$ cat src/rtl/biq_pkg.sv
// ----------------------------------------------------------------------------
// biq_pkg
// shared codes and the command/status types between controller and datapath
// ----------------------------------------------------------------------------
package biq_pkg;

	localparam int CFG_IDX_W = 3;

	localparam logic [CFG_IDX_W-1:0] REG_FORM = 3'd0;
	localparam logic [CFG_IDX_W-1:0] REG_B0   = 3'd1;
	localparam logic [CFG_IDX_W-1:0] REG_B1   = 3'd2;
	localparam logic [CFG_IDX_W-1:0] REG_B2   = 3'd3;
	localparam logic [CFG_IDX_W-1:0] REG_A1   = 3'd4;
	localparam logic [CFG_IDX_W-1:0] REG_A2   = 3'd5;

	localparam logic FORM_DF1 = 1'b0;
	localparam logic FORM_DF2 = 1'b1;

	typedef logic [2:0] coef_sel_t;
	localparam coef_sel_t COEF_B0 = 3'd0;
	localparam coef_sel_t COEF_B1 = 3'd1;
	localparam coef_sel_t COEF_B2 = 3'd2;
	localparam coef_sel_t COEF_A1 = 3'd3;
	localparam coef_sel_t COEF_A2 = 3'd4;

	typedef logic [2:0] dat_sel_t;
	localparam dat_sel_t DAT_X   = 3'd0;
	localparam dat_sel_t DAT_PI1 = 3'd1;
	localparam dat_sel_t DAT_PI2 = 3'd2;
	localparam dat_sel_t DAT_PO1 = 3'd3;
	localparam dat_sel_t DAT_PO2 = 3'd4;
	localparam dat_sel_t DAT_Y   = 3'd5;

	typedef logic [1:0] acc_base_t;
	localparam acc_base_t BASE_ACC  = 2'd0;
	localparam acc_base_t BASE_ZERO = 2'd1;
	localparam acc_base_t BASE_PS1  = 2'd2;
	localparam acc_base_t BASE_PS2  = 2'd3;

	typedef logic [2:0] step_t;
	localparam step_t LAST_STEP_DF1 = 3'd6;
	localparam step_t LAST_STEP_DF2 = 3'd7;

	typedef struct packed {
		logic      load_x;
		logic      mul_en;
		coef_sel_t coef_sel;
		dat_sel_t  dat_sel;
		logic      acc_en;
		acc_base_t acc_base;
		logic      acc_sub;
		logic      y_en;
		logic      shift_en;
		logic      wr_ps1;
		logic      wr_ps2;
		logic      out_load;
	} cmd_t;

	typedef struct packed {
		logic form;
	} status_t;

endpackage

$ cat src/rtl/biq_dpath.sv
// ----------------------------------------------------------------------------
// biq_dpath
// config registers, filter state, shared multiplier, accumulator, round/sat
// ----------------------------------------------------------------------------
module biq_dpath #(
	parameter int SAMPLE_WIDTH = 16,
	parameter int COEF_WIDTH   = 20
) (
	input  logic                           clk,
	input  logic                           arst_n,
	input  logic                           cfg_we,
	input  logic [biq_pkg::CFG_IDX_W-1:0]  cfg_index,
	input  logic [COEF_WIDTH-1:0]          cfg_data,
	input  logic signed [SAMPLE_WIDTH-1:0] sample_in,
	output logic signed [SAMPLE_WIDTH-1:0] sample_out,
	input  biq_pkg::cmd_t                  cmd,
	output biq_pkg::status_t               status
);

	localparam int SW     = SAMPLE_WIDTH;
	localparam int CW     = COEF_WIDTH;
	localparam int PROD_W = SW + CW;
	localparam int AW     = (SW + CW + 5 > 64) ? 64 : SW + CW + 5;
	localparam int PW     = (SW + CW + 4 > 64) ? 64 : SW + CW + 4;
	localparam int RSH    = CW - 4;

	localparam logic [AW-1:0]        RND   = {{(AW-1){1'b0}}, 1'b1} << (RSH - 1);
	localparam logic signed [SW-1:0] Y_MAX = {1'b0, {(SW-1){1'b1}}};
	localparam logic signed [SW-1:0] Y_MIN = {1'b1, {(SW-1){1'b0}}};

	logic                     form_q;
	logic signed [CW-1:0]     b0_q, b1_q, b2_q, a1_q, a2_q;
	logic signed [SW-1:0]     pi1_q, pi2_q, po1_q, po2_q;
	logic signed [PW-1:0]     ps1_q, ps2_q;
	logic signed [SW-1:0]     x_q, y_q, out_q;
	logic signed [PROD_W-1:0] prod_s1;
	logic signed [AW-1:0]     acc_q;

	logic signed [CW-1:0]     coef_m;
	logic signed [SW-1:0]     dat_m;
	logic signed [AW-1:0]     base_m, prod_ext, acc_nxt;
	logic signed [AW-1:0]     rnd, q;
	logic                     sat_hi, sat_lo;
	logic signed [SW-1:0]     y_rs;

	// configuration
	always_ff @(posedge clk or negedge arst_n) begin
		if (!arst_n) begin
			form_q <= biq_pkg::FORM_DF1;
			b0_q   <= '0;
			b1_q   <= '0;
			b2_q   <= '0;
			a1_q   <= '0;
			a2_q   <= '0;
		end else if (cfg_we) begin
			case (cfg_index)
				biq_pkg::REG_FORM: form_q <= cfg_data[0];
				biq_pkg::REG_B0:   b0_q   <= cfg_data;
				biq_pkg::REG_B1:   b1_q   <= cfg_data;
				biq_pkg::REG_B2:   b2_q   <= cfg_data;
				biq_pkg::REG_A1:   a1_q   <= cfg_data;
				biq_pkg::REG_A2:   a2_q   <= cfg_data;
				default: ;
			endcase
		end
	end

	assign status.form = form_q;

	// operand select
	always_comb begin
		case (cmd.coef_sel)
			biq_pkg::COEF_B0: coef_m = b0_q;
			biq_pkg::COEF_B1: coef_m = b1_q;
			biq_pkg::COEF_B2: coef_m = b2_q;
			biq_pkg::COEF_A1: coef_m = a1_q;
			biq_pkg::COEF_A2: coef_m = a2_q;
			default:          coef_m = '0;
		endcase
		case (cmd.dat_sel)
			biq_pkg::DAT_X:   dat_m = x_q;
			biq_pkg::DAT_PI1: dat_m = pi1_q;
			biq_pkg::DAT_PI2: dat_m = pi2_q;
			biq_pkg::DAT_PO1: dat_m = po1_q;
			biq_pkg::DAT_PO2: dat_m = po2_q;
			biq_pkg::DAT_Y:   dat_m = y_q;
			default:          dat_m = '0;
		endcase
		case (cmd.acc_base)
			biq_pkg::BASE_ACC:  base_m = acc_q;
			biq_pkg::BASE_ZERO: base_m = '0;
			biq_pkg::BASE_PS1:  base_m = AW'(ps1_q);
			biq_pkg::BASE_PS2:  base_m = AW'(ps2_q);
			default:            base_m = '0;
		endcase
	end

	assign prod_ext = AW'(prod_s1);
	assign acc_nxt  = cmd.acc_sub ? base_m - prod_ext : base_m + prod_ext;

	// round half up, then saturate
	assign rnd    = acc_q + $signed(RND);
	assign q      = rnd >>> RSH;
	assign sat_hi = ~q[AW-1] & (|q[AW-2:SW-1]);
	assign sat_lo = q[AW-1] & ~(&q[AW-2:SW-1]);
	assign y_rs   = sat_hi ? Y_MAX : (sat_lo ? Y_MIN : q[SW-1:0]);

	// payload registers
	always_ff @(posedge clk) begin
		if (cmd.load_x)
			x_q <= sample_in;
		if (cmd.mul_en)
			prod_s1 <= coef_m * dat_m;
		if (cmd.acc_en)
			acc_q <= acc_nxt;
		if (cmd.y_en)
			y_q <= y_rs;
		if (cmd.out_load)
			out_q <= y_q;
	end

	// filter state
	always_ff @(posedge clk or negedge arst_n) begin
		if (!arst_n) begin
			pi1_q <= '0;
			pi2_q <= '0;
			po1_q <= '0;
			po2_q <= '0;
			ps1_q <= '0;
			ps2_q <= '0;
		end else begin
			if (cmd.shift_en) begin
				pi2_q <= pi1_q;
				pi1_q <= x_q;
				po2_q <= po1_q;
				po1_q <= y_rs;
			end
			if (cmd.wr_ps1)
				ps1_q <= PW'(acc_q);
			if (cmd.wr_ps2)
				ps2_q <= PW'(acc_q);
		end
	end

	assign sample_out = out_q;

endmodule

$ cat src/rtl/biq_ctrl.sv
// ----------------------------------------------------------------------------
// biq_ctrl
// sequencer: issues at most one multiply and one accumulate per step, owns handshakes
// ----------------------------------------------------------------------------
module biq_ctrl (
	input  logic             clk,
	input  logic             arst_n,
	input  logic             in_valid,
	output logic             in_ready,
	output logic             out_valid,
	input  logic             out_ready,
	input  biq_pkg::status_t status,
	output biq_pkg::cmd_t    cmd
);

	localparam logic [1:0] ST_IDLE = 2'd0;
	localparam logic [1:0] ST_RUN  = 2'd1;
	localparam logic [1:0] ST_FIN  = 2'd2;

	logic [1:0]      state_q;
	biq_pkg::step_t  step_q;
	logic            out_valid_q;
	logic            last;
	logic            accept;

	assign in_ready  = (state_q == ST_IDLE);
	assign out_valid = out_valid_q;
	assign accept    = in_valid & in_ready;
	assign last      = (status.form == biq_pkg::FORM_DF2) ?
		(step_q == biq_pkg::LAST_STEP_DF2) : (step_q == biq_pkg::LAST_STEP_DF1);

	always_comb begin
		cmd          = '0;
		cmd.load_x   = accept;
		cmd.out_load = (state_q == ST_FIN) & (~out_valid_q | out_ready);
		if (state_q == ST_RUN) begin
			if (status.form == biq_pkg::FORM_DF1) begin
				case (step_q)
					3'd0: begin
						cmd.mul_en = 1'b1; cmd.coef_sel = biq_pkg::COEF_B0;
						cmd.dat_sel = biq_pkg::DAT_X;
					end
					3'd1: begin
						cmd.mul_en = 1'b1; cmd.coef_sel = biq_pkg::COEF_B1;
						cmd.dat_sel = biq_pkg::DAT_PI1;
						cmd.acc_en = 1'b1; cmd.acc_base = biq_pkg::BASE_ZERO;
					end
					3'd2: begin
						cmd.mul_en = 1'b1; cmd.coef_sel = biq_pkg::COEF_B2;
						cmd.dat_sel = biq_pkg::DAT_PI2;
						cmd.acc_en = 1'b1; cmd.acc_base = biq_pkg::BASE_ACC;
					end
					3'd3: begin
						cmd.mul_en = 1'b1; cmd.coef_sel = biq_pkg::COEF_A1;
						cmd.dat_sel = biq_pkg::DAT_PO1;
						cmd.acc_en = 1'b1; cmd.acc_base = biq_pkg::BASE_ACC;
					end
					3'd4: begin
						cmd.mul_en = 1'b1; cmd.coef_sel = biq_pkg::COEF_A2;
						cmd.dat_sel = biq_pkg::DAT_PO2;
						cmd.acc_en = 1'b1; cmd.acc_base = biq_pkg::BASE_ACC;
						cmd.acc_sub = 1'b1;
					end
					3'd5: begin
						cmd.acc_en = 1'b1; cmd.acc_base = biq_pkg::BASE_ACC;
						cmd.acc_sub = 1'b1;
					end
					3'd6: begin
						cmd.y_en = 1'b1; cmd.shift_en = 1'b1;
					end
					default: ;
				endcase
			end else begin
				case (step_q)
					3'd0: begin
						cmd.mul_en = 1'b1; cmd.coef_sel = biq_pkg::COEF_B0;
						cmd.dat_sel = biq_pkg::DAT_X;
					end
					3'd1: begin
						cmd.acc_en = 1'b1; cmd.acc_base = biq_pkg::BASE_PS1;
					end
					3'd2: begin
						cmd.y_en = 1'b1;
						cmd.mul_en = 1'b1; cmd.coef_sel = biq_pkg::COEF_B1;
						cmd.dat_sel = biq_pkg::DAT_X;
					end
					3'd3: begin
						cmd.mul_en = 1'b1; cmd.coef_sel = biq_pkg::COEF_A1;
						cmd.dat_sel = biq_pkg::DAT_Y;
						cmd.acc_en = 1'b1; cmd.acc_base = biq_pkg::BASE_PS2;
					end
					3'd4: begin
						cmd.mul_en = 1'b1; cmd.coef_sel = biq_pkg::COEF_B2;
						cmd.dat_sel = biq_pkg::DAT_X;
						cmd.acc_en = 1'b1; cmd.acc_base = biq_pkg::BASE_ACC;
						cmd.acc_sub = 1'b1;
					end
					3'd5: begin
						cmd.wr_ps1 = 1'b1;
						cmd.mul_en = 1'b1; cmd.coef_sel = biq_pkg::COEF_A2;
						cmd.dat_sel = biq_pkg::DAT_Y;
						cmd.acc_en = 1'b1; cmd.acc_base = biq_pkg::BASE_ZERO;
					end
					3'd6: begin
						cmd.acc_en = 1'b1; cmd.acc_base = biq_pkg::BASE_ACC;
						cmd.acc_sub = 1'b1;
					end
					3'd7: begin
						cmd.wr_ps2 = 1'b1;
					end
					default: ;
				endcase
			end
		end
	end

	always_ff @(posedge clk or negedge arst_n) begin
		if (!arst_n) begin
			state_q     <= ST_IDLE;
			step_q      <= '0;
			out_valid_q <= 1'b0;
		end else begin
			case (state_q)
				ST_IDLE: begin
					if (accept) begin
						state_q <= ST_RUN;
						step_q  <= '0;
					end
				end
				ST_RUN: begin
					if (last)
						state_q <= ST_FIN;
					else
						step_q <= step_q + 3'd1;
				end
				ST_FIN: begin
					if (cmd.out_load)
						state_q <= ST_IDLE;
				end
				default: state_q <= ST_IDLE;
			endcase
			if (cmd.out_load)
				out_valid_q <= 1'b1;
			else if (out_ready)
				out_valid_q <= 1'b0;
		end
	end

	a_accept_starts: assert property (@(posedge clk) disable iff (!arst_n)
		accept |=> (state_q == ST_RUN) && (step_q == 3'd0))
		else $error("accepted item did not start at step zero");

	a_step_advance: assert property (@(posedge clk) disable iff (!arst_n)
		(state_q == ST_RUN) && !last |=> (state_q == ST_RUN) &&
		(step_q == $past(step_q) + 3'd1))
		else $error("sequencer skipped or stalled a step");

	a_no_overwrite: assert property (@(posedge clk) disable iff (!arst_n)
		cmd.out_load |-> !out_valid_q || out_ready)
		else $error("pending result overwritten");

	a_valid_from_fin: assert property (@(posedge clk) disable iff (!arst_n)
		$rose(out_valid_q) |-> $past(state_q == ST_FIN))
		else $error("result raised outside finish state");

	a_df1_short: assert property (@(posedge clk) disable iff (!arst_n)
		(state_q == ST_RUN) && (status.form == biq_pkg::FORM_DF1) |->
		(step_q != biq_pkg::LAST_STEP_DF2))
		else $error("direct form I ran past its last step");

endmodule

$ cat src/rtl/biquad_iir_filter.sv
// ----------------------------------------------------------------------------
// biquad_iir_filter
// second-order IIR section, direct form I or transposed direct form II
// ----------------------------------------------------------------------------
// Samples enter on sample_in with in_valid/in_ready and leave on sample_out
// with out_valid/out_ready; every accepted item yields exactly one result.
// Coefficients and the form select are written through cfg_we/cfg_index/
// cfg_data only while no item is in flight, which the user must ensure and
// the block does not enforce; indexes above five are ignored. One shared
// multiplier forms the five products in turn, each registered before it is
// added into a full-width accumulator, then the sum is rounded and
// saturated to SAMPLE_WIDTH bits. The sequencer steps an accepted item
// through the multiply/accumulate sequence of the selected form, then a
// finish state loads the result into the output register and raises
// out_valid; only one item is in the sequence at a time.
// A finished result sits in an output register; the next item is accepted as
// soon as the previous one reaches it. If the receiver stalls, the following
// item is computed and then held until the output register is taken.
// Reset clears coefficients, form select, delay lines and partial sums to zero.
// ----------------------------------------------------------------------------
module biquad_iir_filter #(
	parameter int SAMPLE_WIDTH = 16,
	parameter int COEF_WIDTH   = 20
) (
	input  logic                           clk,
	input  logic                           arst_n,
	input  logic                           cfg_we,
	input  logic [biq_pkg::CFG_IDX_W-1:0]  cfg_index,
	input  logic [COEF_WIDTH-1:0]          cfg_data,
	input  logic                           in_valid,
	output logic                           in_ready,
	input  logic signed [SAMPLE_WIDTH-1:0] sample_in,
	output logic                           out_valid,
	input  logic                           out_ready,
	output logic signed [SAMPLE_WIDTH-1:0] sample_out
);

	biq_pkg::cmd_t    cmd;
	biq_pkg::status_t status;

	biq_ctrl u_ctrl (
		.clk       (clk),
		.arst_n    (arst_n),
		.in_valid  (in_valid),
		.in_ready  (in_ready),
		.out_valid (out_valid),
		.out_ready (out_ready),
		.status    (status),
		.cmd       (cmd)
	);

	biq_dpath #(
		.SAMPLE_WIDTH (SAMPLE_WIDTH),
		.COEF_WIDTH   (COEF_WIDTH)
	) u_dpath (
		.clk        (clk),
		.arst_n     (arst_n),
		.cfg_we     (cfg_we),
		.cfg_index  (cfg_index),
		.cfg_data   (cfg_data),
		.sample_in  (sample_in),
		.sample_out (sample_out),
		.cmd        (cmd),
		.status     (status)
	);

endmodule

$ cat config.mk
export PLATFORM = sky130hd
export DESIGN_NAME = biquad_iir_filter
export DESIGN_NICKNAME = d
export VERILOG_FILES = /design/src/rtl/biq_pkg.sv /design/src/rtl/biq_dpath.sv /design/src/rtl/biq_ctrl.sv /design/src/rtl/biquad_iir_filter.sv
export SDC_FILE = /design/constraint.sdc
export NUM_CORES = 2
export LEC_CHECK = 0
export ABC_AREA = 1
export BUFFER_PORTS_ARGS = -buffer_cell sky130_fd_sc_hd__buf_2
export CORE_ASPECT_RATIO = 0.9
export CORE_MARGIN = 4
export CORE_UTILIZATION = 33
export DETAILED_ROUTE_END_ITERATION = 6
export GPL_TIMING_DRIVEN = 0
export SLEW_MARGIN = 30
export SYNTH_ARGS = -nofsm -noshare
export SYNTH_HDL_FRONTEND = slang
export SYNTH_HIERARCHICAL = 1
export SYNTH_SLANG_ARGS = --single-unit
$ cat constraint.sdc
create_clock -name clk -period 7.05 [get_ports clk]
set_input_delay 1.0575 -clock clk [delete_from_list [all_inputs] [get_ports clk]]
set_output_delay 1.0575 -clock clk [all_outputs]
set_load 0.1 [all_outputs]
Word-level counts from Yosys, hierarchy flattened
Cells that the tools add are included.
Word-level totals
  bits in registers: 376
  logic and storage cells: 114
Cells by class
  add/sub/neg operators: 4
  multiply operators: 1
  equal/unequal tests: 30
  multiplexer cells: 30
  bitwise operators: 8
  reduce and logical (&&, ||, !) cells: 21
Operators with widths (number)
  $pmux W41 S4: 1
  $pmux W20 S5: 1
  $pmux W16 S6: 1
  $pmux W7 S5: 2
  $add A41 B17 Y41 const B: 1
  $add A41 B36 Y41: 1
  $mux W41: 1
  $sub A41 B36 Y41: 1
  $mul A20 B16 Y36: 1
  $mux W16: 2
  $eq A3 B3 Y1 const B: 9
  $eq A3 B2 Y1 const B: 8
  $mux W15: 1
  $eq A3 B1 Y1 const B: 4
  $logic_not A3 Y1: 4
  $mux W12: 1
  $pmux W3 S2: 2
  $pmux W3 S4: 1
  $reduce_and A2 Y1: 6
  $mux W2: 5
  $reduce_and A10 Y1: 1
  $reduce_or A10 Y1: 1
  $mux W1: 9
  $eq A2 B2 Y1 const B: 3
  14 further kinds: 27

Depth between registers and ports, before layout
  word-level depth: 9
  depth in mapped cells: 40
  gate-level depth less buffers: 39

By module
Netlist, hierarchy kept.
Modules (own cells, without submodules)
  biq_dpath: times used 1, cells each 3722, area an instance 31360.1 um^2, seq. area each 9884.5 um^2
  biq_ctrl: times used 1, cells each 108, area an instance 669.4 um^2, seq. area each 150.1 um^2

Worst setup path before layout
Ideal clock, no wire load.
  kind: flip-flop to flip-flop
  start point: register u_ctrl.step_q[0]
  end point: register u_dpath.prod_s1[33] (data pin)
  library setup time: 258 ps
  arrival: 7292 ps
  setup slack: -500 ps
  stages on the path, launching flop included: 32
  buffers on the path: 1
  path through: dfrtp_1 > ha_1 > ha_1 > inv_1 > nand2_4 > nor2_1 > nor3_1 > inv_2 > nor3_1 > buf_2 > nand2_1 > o21ai_0 > nor4_4 > nor2_1 > inv_1 > fa_1 > inv_1 > fa_1 > fa_1 > fa_1 > fa_1 > inv_1 > fa_1 > inv_1 > ha_1 > a21oi_1 > nor2_1 > nor2_1 > nor2_1 > nor4_1 > nand2_1 > xor2_1
RTL lines
  start, declared: RTL line biq_ctrl.sv:21  | biq_pkg::step_t step_q;
  start signal, assigned: RTL line biq_ctrl.sv:134  | step_q <= step_q + 3'd1;
  end signal, assigned: RTL line biq_dpath.sv:113  | prod_s1 <= coef_m * dat_m;
  end, declared: RTL line biq_dpath.sv:36  | logic signed [PROD_W-1:0] prod_s1;

==> run metrics <==
Setup Skew ~53 ps; number of max-cap violations 0; Die W 336 um; critical path endpoint category flip-flop; Yosys top cell area share 20.0%; ys async rst share 66.8%; most frequent cells after synthesis nand2_1 (806), inv_1 (711), nor2_1 (445), fa_1 (320), o21ai_0 (254); syn_nets roughly 4300; clk_lat worst skew 590 ps; Starting Density ~33%; post-synth top area cell fa_1; top_reg_cell synth dfrtp_1; Register Area 10000 um2; Worst R2R Start u_ctrl/step_q[0]; Final Net Count 4684; # port buffers between 60 and 70; Data arrival, critical path 8100 ps; Die Y 304 um; final instance area 39900 um2; CTS sink count around 380; synth top area cells fa_1 (20%), dfrtp_1 (20%), edfxtp_1 (12%), nand2_1 (9.4%), inv_1 (8.3%); share of cells above drive strength 1 a little over a fifth; row count 108; DRT iter0 DRCs 2313; Startpoint Class flip-flop; final-report max-slew violation count 0; CP max stage cell fa_1; ANT cells 0; worst-case reg-to-reg path depth 35; Unique masters post-synth 59; post-layout minimum cycle time roughly 8000 ps; Hold-fix buffers, CTS 0; WL per Instance 18.6 um; DRC 0; Post-Syn Area per Cell 8.36 um2; R2R Path End u_dpath/prod_s1[30]; first-pass GRT wire length 159000 um; status finished with violations; area grow syn2layout 24.6%; Antenna Nets Post-Route 0; FF+latch count, synth between 300 and 400; core area 96300 um2; FMAX 0.129 GHz; Final setup viols 24; I/O pin total 62; Crit Path Class flip-flop to flip-flop; root buffer cell clkbuf_16; Multi-input gate area 20400 um2; total number of vias 27300; final setup margin -727 ps; Min Hold Slack 369 ps; Num CTS Buffers 42; Worst-Margin Slew 776 ps; CTS tree built; Final period util 110%; H-tree Lvls 2; Reg2Reg Setup Slack -730 ps; Die ar. 102000 um2; pin count of the biggest net entering global routing 80; CTS max path bufs 3; Hold Crit Class input port to async pin; Critical Path RT between 7000 and 8000 ps; register area share after synthesis 31.3%; slowest stage delay, CP 580 ps; Syn Inst Count 3830; grt total ovfl 0; Pre-antenna DRT Iters 5; total track usage 19.9%; worst slack, placed -1870 ps; violated checks negative setup slack; slew margin rel. 48.3%; most common cell in the netlist nand2_1; vias in the first global route 27500; # fillers 9477; Worst-path clk slew roughly 70 ps; final WL 102000 um; crit-path max FO 7; number of synthesized flops with an enable pin 125; Area after DPL roughly 34000 um2; post-DR vias/cell 4.98; placer congestion estimate 0.970; Hold Violations, Final 0; synthesized area about 32000 um2; antenna violations before repair 0; RSZ-0062 raised after global routing yes; Yosys warning count 6; Post-DP HPWL approximately 77000 um
[per-stage QoR]
| stage | utilization (%) | instances | setup TNS, ps |
|---|---|---|---|
| 6_report | 41.4 | 5482 | -11930 |
| 5_1_grt | 41.4 | 5482 | -17760 |
| 4_1_cts | 40.5 | 5421 | -7810 |
| 3_5_place_dp | 35.6 | 5167 | -41540 |
| 3_3_place_gp | 35.4 | 5156 | -57060 |
| 2_1_floorplan | - | 3830 | 0 |
[critical path: cells and delay by family (launching register included)]
family          cells  cell delay, ps
xor+xnor            1             140
flops               1             460
fa+ha+maj           8            3520
compound gates      4             800
buf+inv            10            1030
simple gates       12            1520
[layer usage]
metal	share of wire (%)	routed length [um]	up-vias	global-route usage [%]
met3	8.4	8550	168	3.94
met2	45	46200	1011	31.6
met1	44	44700	13500	28.1
met4	2.6	2660	0	5.08
li1	-	-	12700	-
met5	0	0	-	0
[cell usage in the layout, fill, tap and decap left out, types with 90 or more instances in the layout]
cell      count
a21oi_1      90
buf_4       208
dfrtp_1     247
edfxtp_1    125
fa_1        296
ha_1        104
inv_1       648
nand2_1     757
nor2_1      393
o21ai_0     233
[worst max-delay path by stage]
stage,start,slack (ps),cells past startpoint,endpoint
final,u_ctrl/step_q[0],-730,35,u_dpath/prod_s1[30]
after global placement,u_ctrl/step_q[1],-2370,34,u_dpath/prod_s1[30]
after floorplan,u_ctrl/step_q[1],10,34,u_dpath/prod_s1[33]
after global routing,u_ctrl/step_q[0],-930,35,u_dpath/prod_s1[30]
after CTS,u_ctrl/step_q[0],-540,35,u_dpath/prod_s1[30]
after detailed placement,u_ctrl/step_q[1],-1870,34,u_dpath/prod_s1[30]
[cells by family (layout without fill, tap and decap cells)]
family	count (synthesis)	after routing	share of synthesized area [%]
AO/OA/AOI/OAI	533	533	9.85
XOR/XNOR	123	123	3.39
adder cells (fa/ha/maj)	457	457	25.4
buffers and inverters	851	1238	10.3
flip-flops	376	376	31.3
multiplexers	12	12	0.422
AND/OR/NAND/NOR	1478	1478	19.3
[flip-flops by register name (all words and copies together) (netlist names)]
| name | count |
|---|---|
| u_dpath/pi1_q | 16 |
| u_dpath/x_q | 16 |
| u_dpath/b0_q | 20 |
| u_ctrl/state_q | 2 |
| u_dpath/b1_q | 20 |
| u_dpath/sample_out | 16 |
| u_dpath/status | 1 |
| u_ctrl/out_valid | 1 |
| u_dpath/y_q | 16 |
| u_dpath/po2_q | 16 |
| u_dpath/acc_q | 41 |
| u_dpath/pi2_q | 16 |
| u_dpath/po1_q | 16 |
| u_dpath/a2_q | 20 |
| u_dpath/ps2_q | 40 |
| u_ctrl/step_q | 3 |
| u_dpath/ps1_q | 40 |
| u_dpath/prod_s1 | 36 |
| u_dpath/a1_q | 20 |
| u_dpath/b2_q | 20 |
[layout make-up]
| class | count | area share, % |
|---|---|---|
| plain buffers | 122 | 2.46 |
| repair buffers | 311 | 6.59 |
| clock inverters | 22 | 0.718 |
| inverters | 726 | 7.17 |
| clock buffers | 56 | 2.82 |
| repair inverters | 1 | 0.0219 |
| multi-input cells | 2603 | 51.1 |
| well taps | 1265 | 3.97 |
| flip-flops and latches | 376 | 25.2 |
[timing repair]
action	in CTS	in global routing
cloned	7	2
buffers inserted	170	62
endpoints found under the setup margin	29	57
pin swaps	70	89
gates resized for setup	463	135
hold endpoints to repair	0	0
Power is not shown: default switching activity piles up to over one toggle a cycle in this logic, so the estimate is an artifact.
